**config.mk**
```make
export PLATFORM = sky130hd
export DESIGN_NAME = counting_semaphore_fifo_unit
export DESIGN_NICKNAME = d
export VERILOG_FILES = /design/src/rtl/csf_pkg.sv /design/src/rtl/counting_semaphore_fifo_unit.sv /design/src/rtl/csf_front.sv /design/src/rtl/csf_cmd_fifo.sv /design/src/rtl/csf_back.sv
export SDC_FILE = /design/constraint.sdc
export NUM_CORES = 1
export LEC_CHECK = 0
export ABC_AREA = 1
export BUFFER_PORTS_ARGS = -buffer_cell sky130_fd_sc_hd__buf_2
export CAP_MARGIN = 10
export CORE_UTILIZATION = 62
export DETAILED_ROUTE_END_ITERATION = 12
export PLACE_DENSITY_LB_ADDON = 0.1
export SETUP_SLACK_MARGIN = 0.3
export SYNTH_ARGS = -nofsm -noshare
export SYNTH_HDL_FRONTEND = slang
export SYNTH_SLANG_ARGS = --single-unit
```
**constraint.sdc**
```tcl
create_clock -name clk -period 4.08 [get_ports clk]
set_input_delay 0.816 -clock clk [delete_from_list [all_inputs] [get_ports clk]]
set_output_delay 0.816 -clock clk [all_outputs]
set_load 0.01 [all_outputs]
```
**src/rtl/csf_pkg.sv**
```systemverilog
package csf_pkg;

	localparam int QUEUE_DEPTH = 16;
	localparam int ID_WIDTH = 8;
	localparam int MAX_RELEASE = 16;
	localparam int PERMIT_W = 16;
	localparam int REL_FIELD_W = 5;
	localparam int STATUS_W = 3;

	localparam int QPTR_W = $clog2(QUEUE_DEPTH);
	localparam int FILL_W = $clog2(QUEUE_DEPTH + 1);
	localparam int UNITS_W = $clog2(MAX_RELEASE + 1);

	localparam int S_TDATA_W = ((ID_WIDTH + 1 + REL_FIELD_W + 7) / 8) * 8;
	localparam int M_TDATA_W = ((ID_WIDTH + PERMIT_W + 7) / 8) * 8;

	localparam int CMDQ_DEPTH = 2;
	localparam int CMDQ_PTR_W = $clog2(CMDQ_DEPTH);
	localparam int CMDQ_CNT_W = $clog2(CMDQ_DEPTH + 1);

	typedef enum logic [0:0] {
		CFG_MAX_PERMITS     = 1'b0,
		CFG_INITIAL_PERMITS = 1'b1
	} cfg_index_t;

	typedef enum logic [STATUS_W-1:0] {
		ST_GRANTED = 3'd0,
		ST_REFUSED = 3'd1,
		ST_QUEUED  = 3'd2,
		ST_FULL    = 3'd3,
		ST_WOKEN   = 3'd4,
		ST_DONE    = 3'd5
	} status_t;

	typedef struct packed {
		logic                is_signal;
		logic [ID_WIDTH-1:0] id;
		logic                no_wait;
		logic [UNITS_W-1:0]  units;
	} cmd_t;

	typedef struct packed {
		status_t             status;
		logic [ID_WIDTH-1:0] woken_id;
		logic [PERMIT_W-1:0] permits_now;
		logic                last;
	} res_t;

	typedef struct packed {
		logic [PERMIT_W-1:0] permits;
		logic [PERMIT_W-1:0] max_permits;
		logic [FILL_W-1:0]   fill;
	} stat_t;

	function automatic logic [QPTR_W-1:0] next_slot(input logic [QPTR_W-1:0] ptr);
		return (ptr == QPTR_W'(QUEUE_DEPTH - 1)) ? '0 : ptr + 1'b1;
	endfunction

endpackage

```
**src/rtl/counting_semaphore_fifo_unit.sv**
```systemverilog
// Channel   Direction  Words carried
// s_axis    in         one request: wait (tuser 0) or signal release (tuser 1)
// m_axis    out        result words: one per wait, a run per signal ending with tlast high
// cfg       in         register write, no handshake, no read-back
//
// A wait passes through the input stage, the command queue and the execute stage
// before its result word is offered.
// A signal of N units (N clipped to 16) is worked off unit by unit in the release loop
// of the execute stage; a wake stalls while the output word is not taken.
// A two-entry command queue sits between the input stage and the execute stage.
// Reset leaves one permit, a maximum of one and an empty wait queue.
module counting_semaphore_fifo_unit (
	input  logic                          clk,
	input  logic                          arst_n,
	input  logic                          s_tvalid,
	output logic                          s_tready,
	// requester_id, no_wait, release_units, zero fill
	input  logic [csf_pkg::S_TDATA_W-1:0] s_tdata,
	// kind
	input  logic [0:0]                    s_tuser,
	output logic                          m_tvalid,
	input  logic                          m_tready,
	// woken_id, permits_now
	output logic [csf_pkg::M_TDATA_W-1:0] m_tdata,
	// status
	output logic [csf_pkg::STATUS_W-1:0]  m_tuser,
	output logic                          m_tlast,
	input  logic                          cfg_we,
	input  logic                          cfg_index,
	input  logic [csf_pkg::PERMIT_W-1:0]  cfg_wdata
);
	import csf_pkg::*;

	logic push_valid, push_ready, cmd_valid, cmd_pop;
	cmd_t push_cmd, cmd;
	res_t res;
	stat_t stat;

	csf_front u_front (
		.clk        (clk),
		.arst_n     (arst_n),
		.s_tvalid   (s_tvalid),
		.s_tready   (s_tready),
		.s_tdata    (s_tdata),
		.s_tuser    (s_tuser[0]),
		.push_valid (push_valid),
		.push_ready (push_ready),
		.push_cmd   (push_cmd)
	);

	csf_cmd_fifo u_cmdq (
		.clk        (clk),
		.arst_n     (arst_n),
		.push_valid (push_valid),
		.push_ready (push_ready),
		.push_cmd   (push_cmd),
		.pop_valid  (cmd_valid),
		.pop        (cmd_pop),
		.pop_cmd    (cmd)
	);

	csf_back u_back (
		.clk       (clk),
		.arst_n    (arst_n),
		.cfg_we    (cfg_we),
		.cfg_index (cfg_index),
		.cfg_wdata (cfg_wdata),
		.cmd_valid (cmd_valid),
		.cmd_pop   (cmd_pop),
		.cmd       (cmd),
		.out_valid (m_tvalid),
		.out_ready (m_tready),
		.out_res   (res),
		.stat      (stat)
	);

	assign m_tdata = M_TDATA_W'({res.permits_now, res.woken_id});
	assign m_tuser = res.status;
	assign m_tlast = res.last;

`ifndef ASSERT_OFF
	a_count_le_max: assert property (@(posedge clk) disable iff (!arst_n)
		stat.permits <= stat.max_permits)
		else $error("permit count above maximum");

	a_fill_le_depth: assert property (@(posedge clk) disable iff (!arst_n)
		stat.fill <= FILL_W'(QUEUE_DEPTH))
		else $error("wait queue overfilled");

	a_last_marks_run: assert property (@(posedge clk) disable iff (!arst_n)
		m_tvalid |-> (m_tlast == (m_tuser != ST_WOKEN)))
		else $error("tlast does not match result status");

	a_woken_needs_waiter: assert property (@(posedge clk) disable iff (!arst_n)
		(m_tvalid && m_tready && m_tuser == ST_WOKEN) |-> $past(stat.fill) != '0 ||
		$past(m_tvalid && !m_tready))
		else $error("wake issued with empty wait queue");
`endif

endmodule

```
**src/rtl/csf_front.sv**
```systemverilog
module csf_front (
	input  logic                           clk,
	input  logic                           arst_n,
	input  logic                           s_tvalid,
	output logic                           s_tready,
	input  logic [csf_pkg::S_TDATA_W-1:0]  s_tdata,
	input  logic                           s_tuser,
	output logic                           push_valid,
	input  logic                           push_ready,
	output csf_pkg::cmd_t                  push_cmd
);
	import csf_pkg::*;

	logic v_s1;
	cmd_t cmd_s1;
	cmd_t cmd_d;
	logic [REL_FIELD_W-1:0] rel;

	// Release counts above the limit are clipped here so the back end never sees them.
	always_comb begin
		rel = s_tdata[ID_WIDTH+1 +: REL_FIELD_W];
		cmd_d.is_signal = s_tuser;
		cmd_d.id = s_tdata[ID_WIDTH-1:0];
		cmd_d.no_wait = s_tdata[ID_WIDTH];
		cmd_d.units = (int'(rel) > MAX_RELEASE) ? UNITS_W'(MAX_RELEASE) : UNITS_W'(rel);
	end

	assign s_tready = !v_s1 || push_ready;
	assign push_valid = v_s1;
	assign push_cmd = cmd_s1;

	always_ff @(posedge clk or negedge arst_n) begin
		if (!arst_n) begin
			v_s1 <= 1'b0;
		end else if (s_tvalid && s_tready) begin
			v_s1 <= 1'b1;
		end else if (push_ready) begin
			v_s1 <= 1'b0;
		end
	end

	always_ff @(posedge clk) begin
		if (s_tvalid && s_tready) begin
			cmd_s1 <= cmd_d;
		end
	end

endmodule

```
**src/rtl/csf_cmd_fifo.sv**
```systemverilog
module csf_cmd_fifo (
	input  logic          clk,
	input  logic          arst_n,
	input  logic          push_valid,
	output logic          push_ready,
	input  csf_pkg::cmd_t push_cmd,
	output logic          pop_valid,
	input  logic          pop,
	output csf_pkg::cmd_t pop_cmd
);
	import csf_pkg::*;

	cmd_t mem_q [CMDQ_DEPTH];
	logic [CMDQ_PTR_W-1:0] wr_ptr_q;
	logic [CMDQ_PTR_W-1:0] rd_ptr_q;
	logic [CMDQ_CNT_W-1:0] cnt_q;
	logic do_push;
	logic do_pop;

	assign push_ready = (cnt_q != CMDQ_CNT_W'(CMDQ_DEPTH));
	assign pop_valid = (cnt_q != '0);
	assign pop_cmd = mem_q[rd_ptr_q];
	assign do_push = push_valid && push_ready;
	assign do_pop = pop && pop_valid;

	always_ff @(posedge clk or negedge arst_n) begin
		if (!arst_n) begin
			wr_ptr_q <= '0;
			rd_ptr_q <= '0;
			cnt_q <= '0;
		end else begin
			if (do_push) begin
				wr_ptr_q <= (wr_ptr_q == CMDQ_PTR_W'(CMDQ_DEPTH - 1)) ? '0 : wr_ptr_q + 1'b1;
			end
			if (do_pop) begin
				rd_ptr_q <= (rd_ptr_q == CMDQ_PTR_W'(CMDQ_DEPTH - 1)) ? '0 : rd_ptr_q + 1'b1;
			end
			if (do_push && !do_pop) begin
				cnt_q <= cnt_q + 1'b1;
			end else if (do_pop && !do_push) begin
				cnt_q <= cnt_q - 1'b1;
			end
		end
	end

	always_ff @(posedge clk) begin
		if (do_push) begin
			mem_q[wr_ptr_q] <= push_cmd;
		end
	end

endmodule

```
**src/rtl/csf_back.sv**
```systemverilog
module csf_back (
	input  logic                          clk,
	input  logic                          arst_n,
	input  logic                          cfg_we,
	input  logic                          cfg_index,
	input  logic [csf_pkg::PERMIT_W-1:0]  cfg_wdata,
	input  logic                          cmd_valid,
	output logic                          cmd_pop,
	input  csf_pkg::cmd_t                 cmd,
	output logic                          out_valid,
	input  logic                          out_ready,
	output csf_pkg::res_t                 out_res,
	output csf_pkg::stat_t                stat
);
	import csf_pkg::*;

	typedef enum logic [0:0] {
		S_IDLE,
		S_SIGNAL
	} state_t;

	state_t state_q, state_d;
	logic [PERMIT_W-1:0] max_q, init_q, count_q, count_d;
	logic [PERMIT_W-1:0] max_new, init_new;
	logic [QPTR_W-1:0] head_q, head_d, tail_q, tail_d;
	logic [FILL_W-1:0] fill_q, fill_d;
	logic [UNITS_W-1:0] units_q, units_d;
	logic [ID_WIDTH-1:0] wq_q [QUEUE_DEPTH];
	logic out_valid_q;
	res_t out_q, res_d;
	logic out_free, load, enq;

	assign out_free = !out_valid_q || out_ready;

	always_comb begin
		state_d = state_q;
		count_d = count_q;
		head_d = head_q;
		tail_d = tail_q;
		fill_d = fill_q;
		units_d = units_q;
		cmd_pop = 1'b0;
		load = 1'b0;
		enq = 1'b0;
		res_d = '{status: ST_DONE, woken_id: '0, permits_now: count_q, last: 1'b1};
		case (state_q)
			S_IDLE: begin
				if (cmd_valid) begin
					if (cmd.is_signal) begin
						cmd_pop = 1'b1;
						units_d = cmd.units;
						state_d = S_SIGNAL;
					end else if (out_free) begin
						cmd_pop = 1'b1;
						load = 1'b1;
						if (count_q != '0) begin
							count_d = count_q - 1'b1;
							res_d.status = ST_GRANTED;
						end else if (cmd.no_wait) begin
							res_d.status = ST_REFUSED;
						end else if (fill_q < FILL_W'(QUEUE_DEPTH)) begin
							enq = 1'b1;
							tail_d = next_slot(tail_q);
							fill_d = fill_q + 1'b1;
							res_d.status = ST_QUEUED;
						end else begin
							res_d.status = ST_FULL;
						end
						res_d.permits_now = count_d;
					end
				end
			end
			S_SIGNAL: begin
				if (units_q == '0) begin
					if (out_free) begin
						load = 1'b1;
						state_d = S_IDLE;
					end
				end else if (fill_q != '0) begin
					// Each released unit goes to the oldest waiter first.
					if (out_free) begin
						load = 1'b1;
						res_d.status = ST_WOKEN;
						res_d.woken_id = wq_q[head_q];
						res_d.last = 1'b0;
						head_d = next_slot(head_q);
						fill_d = fill_q - 1'b1;
						units_d = units_q - 1'b1;
					end
				end else begin
					if (count_q < max_q) begin
						count_d = count_q + 1'b1;
					end
					units_d = units_q - 1'b1;
				end
			end
			default: begin
				state_d = S_IDLE;
			end
		endcase
	end

	always_comb begin
		max_new = max_q;
		init_new = init_q;
		case (cfg_index_t'(cfg_index))
			CFG_MAX_PERMITS: max_new = cfg_wdata;
			CFG_INITIAL_PERMITS: init_new = cfg_wdata;
			default: max_new = max_q;
		endcase
	end

	always_ff @(posedge clk or negedge arst_n) begin
		if (!arst_n) begin
			state_q <= S_IDLE;
			max_q <= PERMIT_W'(1);
			init_q <= PERMIT_W'(1);
			count_q <= PERMIT_W'(1);
			head_q <= '0;
			tail_q <= '0;
			fill_q <= '0;
			units_q <= '0;
			out_valid_q <= 1'b0;
		end else begin
			state_q <= state_d;
			units_q <= units_d;
			if (cfg_we) begin
				// A write reloads the count and drops every waiter.
				max_q <= max_new;
				init_q <= init_new;
				count_q <= (init_new <= max_new) ? init_new : max_new;
				head_q <= '0;
				tail_q <= '0;
				fill_q <= '0;
			end else begin
				count_q <= count_d;
				head_q <= head_d;
				tail_q <= tail_d;
				fill_q <= fill_d;
			end
			if (load) begin
				out_valid_q <= 1'b1;
			end else if (out_ready) begin
				out_valid_q <= 1'b0;
			end
		end
	end

	always_ff @(posedge clk) begin
		if (load) begin
			out_q <= res_d;
		end
		if (enq) begin
			wq_q[tail_q] <= cmd.id;
		end
	end

	assign out_valid = out_valid_q;
	assign out_res = out_q;
	assign stat = '{permits: count_q, max_permits: max_q, fill: fill_q};

endmodule

```
==> results <==
- The first global-routing pass estimated 47900 µm of wire.
- The clock-pin slew on the worst setup and hold paths is about 0.060 ns.
- The setup clock skew after layout is 0.0141 ns.
- The count of pins on the block boundary is 69.
- The average instance in the mapped netlist occupies 9.46 µm².
- The flow ran to the end, and the final reports show no timing, DRC or antenna violations.
- The most frequent cell after synthesis is nand2_1.
- For the worst setup path, the data required time is 4.26 ns.
- The number of storage elements in the synthesis netlist is 274.
- The count of endpoints failing hold in the final timing report is 0.
- The total power is 9.97 mW.
- Per report_power, the sequential group accounts for 42.5% of the total.
- The net count reported at finish is 1538.
- The analysis attributes to net switching a power of 3.66 mW.
- The routed layout has 9983 vias.
- The number of core rows is 53.
- The logic gate share of total power is 31.7%.
- The proportion of power drawn by the clock network is 25.8%.
- The simple-gate area share of the yosys netlist is ~20%.
- The synthesized design contains 201 enable-type register cells.
- Global routing consumed, on the met3 layer, 4.51% of the routing resources.
- The finished cells cover 14800 µm².
- The maximum cell stage delay along the critical path is around 0.70 ns.
- The type of element capturing the critical path is a flip-flop.
- Data on the critical path arrives at its endpoint at roughly 3.2 ns.
- The detail route stage leaves a number of antenna-violating nets equal to 0.
- The post-synthesis xor/xnor area fraction is less than 1%.
- The transition time at the pin with the least slew margin is 0.956 ns.
- Synthesis handed over a netlist of 1404 instances.
- The wire length after detailed routing is between 20000 and 30000 µm.
- The total overflow left after global routing is 0.
- The met2 demand-to-capacity share in global routing is 41.9%.
- The routed wire length per instance is roughly 17 µm.
- The initial utilization of the core area, before any placement, comes to 63.2%.
- The buffer cell driving the clock tree root is clkbuf_16.
- The largest area contributor in the synthesized netlist is edfxtp_1.
- CTS built an H-tree with a depth of 1.
- Once the clock tree was built, the setup fixing pass inserted 0 buffers.
- STA classifies the critical path startpoint as a flip-flop.
- The register area share after synthesis is 59.2%.
- The tool flagged a number of max-cap violations equal to 0.
- The dominant combinational cell family by area after synthesis is simple AND/OR/NAND/NOR gates.
- Internal power comes to 6.30 mW.
- In the final timing run, aggregate negative setup slack is 0 ns.
- In this run the worst hold path is classified as input pin to asynchronous set/reset pin.
- Global routing consumed, on the met1 layer, ~43% of the routing resources.
- The period utilization is 74.2%.
- CTS saw 274 sinks.
- The cell area reported after detailed placement is about 14000 µm².
- When the netlist entered floorplanning its net count stood at 1488.
- The first detailed-routing pass ran for 5 iterations.
- The critical-path cell with the highest stage delay is nor2_1.
- The primary flip-flop cell chosen by synthesis mapping is edfxtp_1.
- VDD sags by at most 0.510 mV.
- The floorplan step set the die height to 148 µm.
- Including well taps, the total number of placed cells is 1698.
- The portion of netlist area occupied by mux cells is 0.151%.
- Cells with a size suffix above 1 make up 9.75% of the layout.
- Setup repair after global routing left no endpoint under its margin.
- The switching portion of total power is 36.8%.
- The top cell type's share of synthesized area is 45.4%.
- The least setup slack across all paths after layout is ~1.1 ns.
- The die boundary width is between 100 and 150 µm.
- Ranked by instance count, the synthesized netlist is headed by 345 x nand2_1, 201 x edfxtp_1, 160 x o21ai_0.
- The first routing iteration left 1009 violations.
- The area of the die is 22000 µm².
- Setup violations remaining at the end of the flow were counted as 0.
- The power density over the cells is 675 nW/µm².
- The number of gates resized after cts is 0.
- The clock passes through at most 3 buffers.
- Static timing analysis puts the maximum clock frequency at 330 MHz.
- The distinct cell type count of the synthesized netlist is 44.
- The worst setup path is of the flip-flop to flip-flop kind.
- The area growth from synthesis to layout is 11.3%.
- The final number of max-transition violations is 0.
- The filler-free cell count of the finished design is around 1800.
- The global-route total usage across every layer is 27.9%.
- The hold buffer count at CTS is 0.
- Subtracting the final worst setup slack from the clock period gives 3.03 ns.
- The static leakage is 6.24 nW.
- Traced cell by cell, the critical path runs through nor2_1 > nand2_2 > nor2_4 > nand2_2 > inv_1 > nand2_1 > inv_2 > nand2_1 > nor2_1.
- In the synthesized netlist the async set-or-reset flop fraction comes to 26.6%.
- The count of buffers added on input and output ports is 66.
- The via count of the first global-routing pass is 9119.
- The worst-skew pair later-pin latency is 0.56 ns.
- The final HPWL from detailed placement is 19800 µm.
- The synthesis warning total is 0.
- The initial antenna violation count is 0.
- The area fraction in compound gates after synthesis is about 10%.
- The synthesized netlist devotes 4.30% of its cell area to adder and majority cells.
- The placeable core region is roughly 21000 µm².
- The worst-case headroom to the max-slew limit is 36.3%.
- Entering global routing, the biggest net connects 74 pins.
- The remaining design rule violation count is 0.
- The final RePlAce weighted congestion is 0.885.
- Of all nets on the critical path, the largest fanout is 29.
- The mapped cell area is 13300 µm².
- 0 antenna diodes ended up in the layout.
- Dividing the detail-routed via count by the number of cells gives 5.70.
- After global routing, the most crowded layer is met1.
- The pre-CTS setup slack is roughly 0.58 ns.
- TritonCTS built the clock tree.
- In the post-synthesis netlist, the biggest area contributors are edfxtp_1 45%, dfrtp_1 13%, nand2_1 9.8%.
- The number of clock buffers inserted by TritonCTS is 29.
-- layout by cell type (no fill, tap or decap), types with 6 or more instances in the layout --
cell / n
nor3_1: 8
nand2_2: 6
o21ai_0: 160
a21oi_1: 57
dfrtp_1: 69
nor2_1: 124
nand3_1: 104
nand4_1: 28
nand2_1: 345
ha_1: 44
clkinv_1: 8
o21ai_1: 6
o221ai_1: 8
inv_1: 123
clkbuf_16: 29
clkbuf_1: 8
edfxtp_1: 201
buf_2: 65
o22ai_1: 9
buf_4: 16
-- metrics by stage --
stage | util, % | hold WS, ns
finish | 70.3 | 0.401
global route | 70.3 | 0.408
CTS | 70.3 | 0.417
detailed placement | 65.8 | 0.429
global placement | 65.8 | 0.421
floorplan | - | 0.421
-- power by group through the flow --
stage / clock, mW / combinational [mW] / sequential, mW
2_1_floorplan: 0 / 2.12 / 4.19
3_3_place_gp: 0 / 3.01 / 4.25
3_5_place_dp: 0 / 3.12 / 4.28
4_1_cts: 2.61 / 3.15 / 4.23
5_1_grt: 2.74 / 3.55 / 4.29
6_report: 2.58 / 3.16 / 4.23
-- routing by layer --
metal / routed length (µm) / vias to the layer above
li1: - / 4896
met1: 13500 / 4651
met2: 13200 / 387
met3: 2600 / 49
met4: 522 / 0
met5: 0 / -
-- cells by family (layout without fill, tap and decap cells) --
| kind of cell | Yosys count | count (layout) |
|---|---|---|
| and+or+nand+nor | 625 | 625 |
| DFF | 274 | 274 |
| AOI/OAI and AO/OA | 256 | 256 |
| buffers and inverters | 195 | 268 |
| adders and majority gates | 45 | 45 |
| xor gates and xnor gates | 7 | 7 |
| muxes | 2 | 2 |
-- registers in the layout, indices dropped and copies added, names as in the netlist, 2 cells and up --
name              count
u_back.wq_q         128
u_cmdq.mem_q         30
u_back.out_res       28
u_back.count_q       16
u_back.init_q        16
u_back.max_q         16
u_front.push_cmd     15
u_back.fill_q         5
u_back.units_q        5
u_back.head_q         4
u_back.tail_q         4
u_cmdq.cnt_q          2
-- worst max-delay path, delay by kind of cell (launching register included) --
kind,cells,cell delay (ns)
DFF,1,0.50
buffers and inverters,2,0.31
and+or+nand+nor,7,1.83
-- path summary, 6_finish.rpt --
check	from	endpoint	slack (ns)	cells after the start
min in group clk	s_tdata[8]	u_front.push_cmd[5]$_DFFE_PP_	0.43	1
hold reg to reg	u_front.push_cmd[3]$_SDFFCE_PN0P_	u_cmdq.mem_q[1][3]$_DFFE_PP_	0.44	0
setup reg to reg	u_back.count_q[4]$_DFFE_PN0P_	u_back.wq_q[12][5]$_DFFE_PP_	1.05	9
hold / removal	arst_n	u_back.init_q[7]$_DFFE_PN0P_	0.40	1
setup / recovery	u_back.count_q[4]$_DFFE_PN0P_	u_back.wq_q[12][5]$_DFFE_PP_	1.05	9
max in group asynchronous	arst_n	u_back.head_q[0]$_DFFE_PN0P_	3.00	1
-- layout make-up --
cell class,instances,area (µm²)
flip-flops and latches,274,7870
fillers,1546,6250
multi-input cells,935,4650
clock buffers,41,811
inverters,131,492
repair buffers,83,485
well taps,275,344
clock inverters,13,129
No activity file was read; power rests on OpenSTA's default activity.
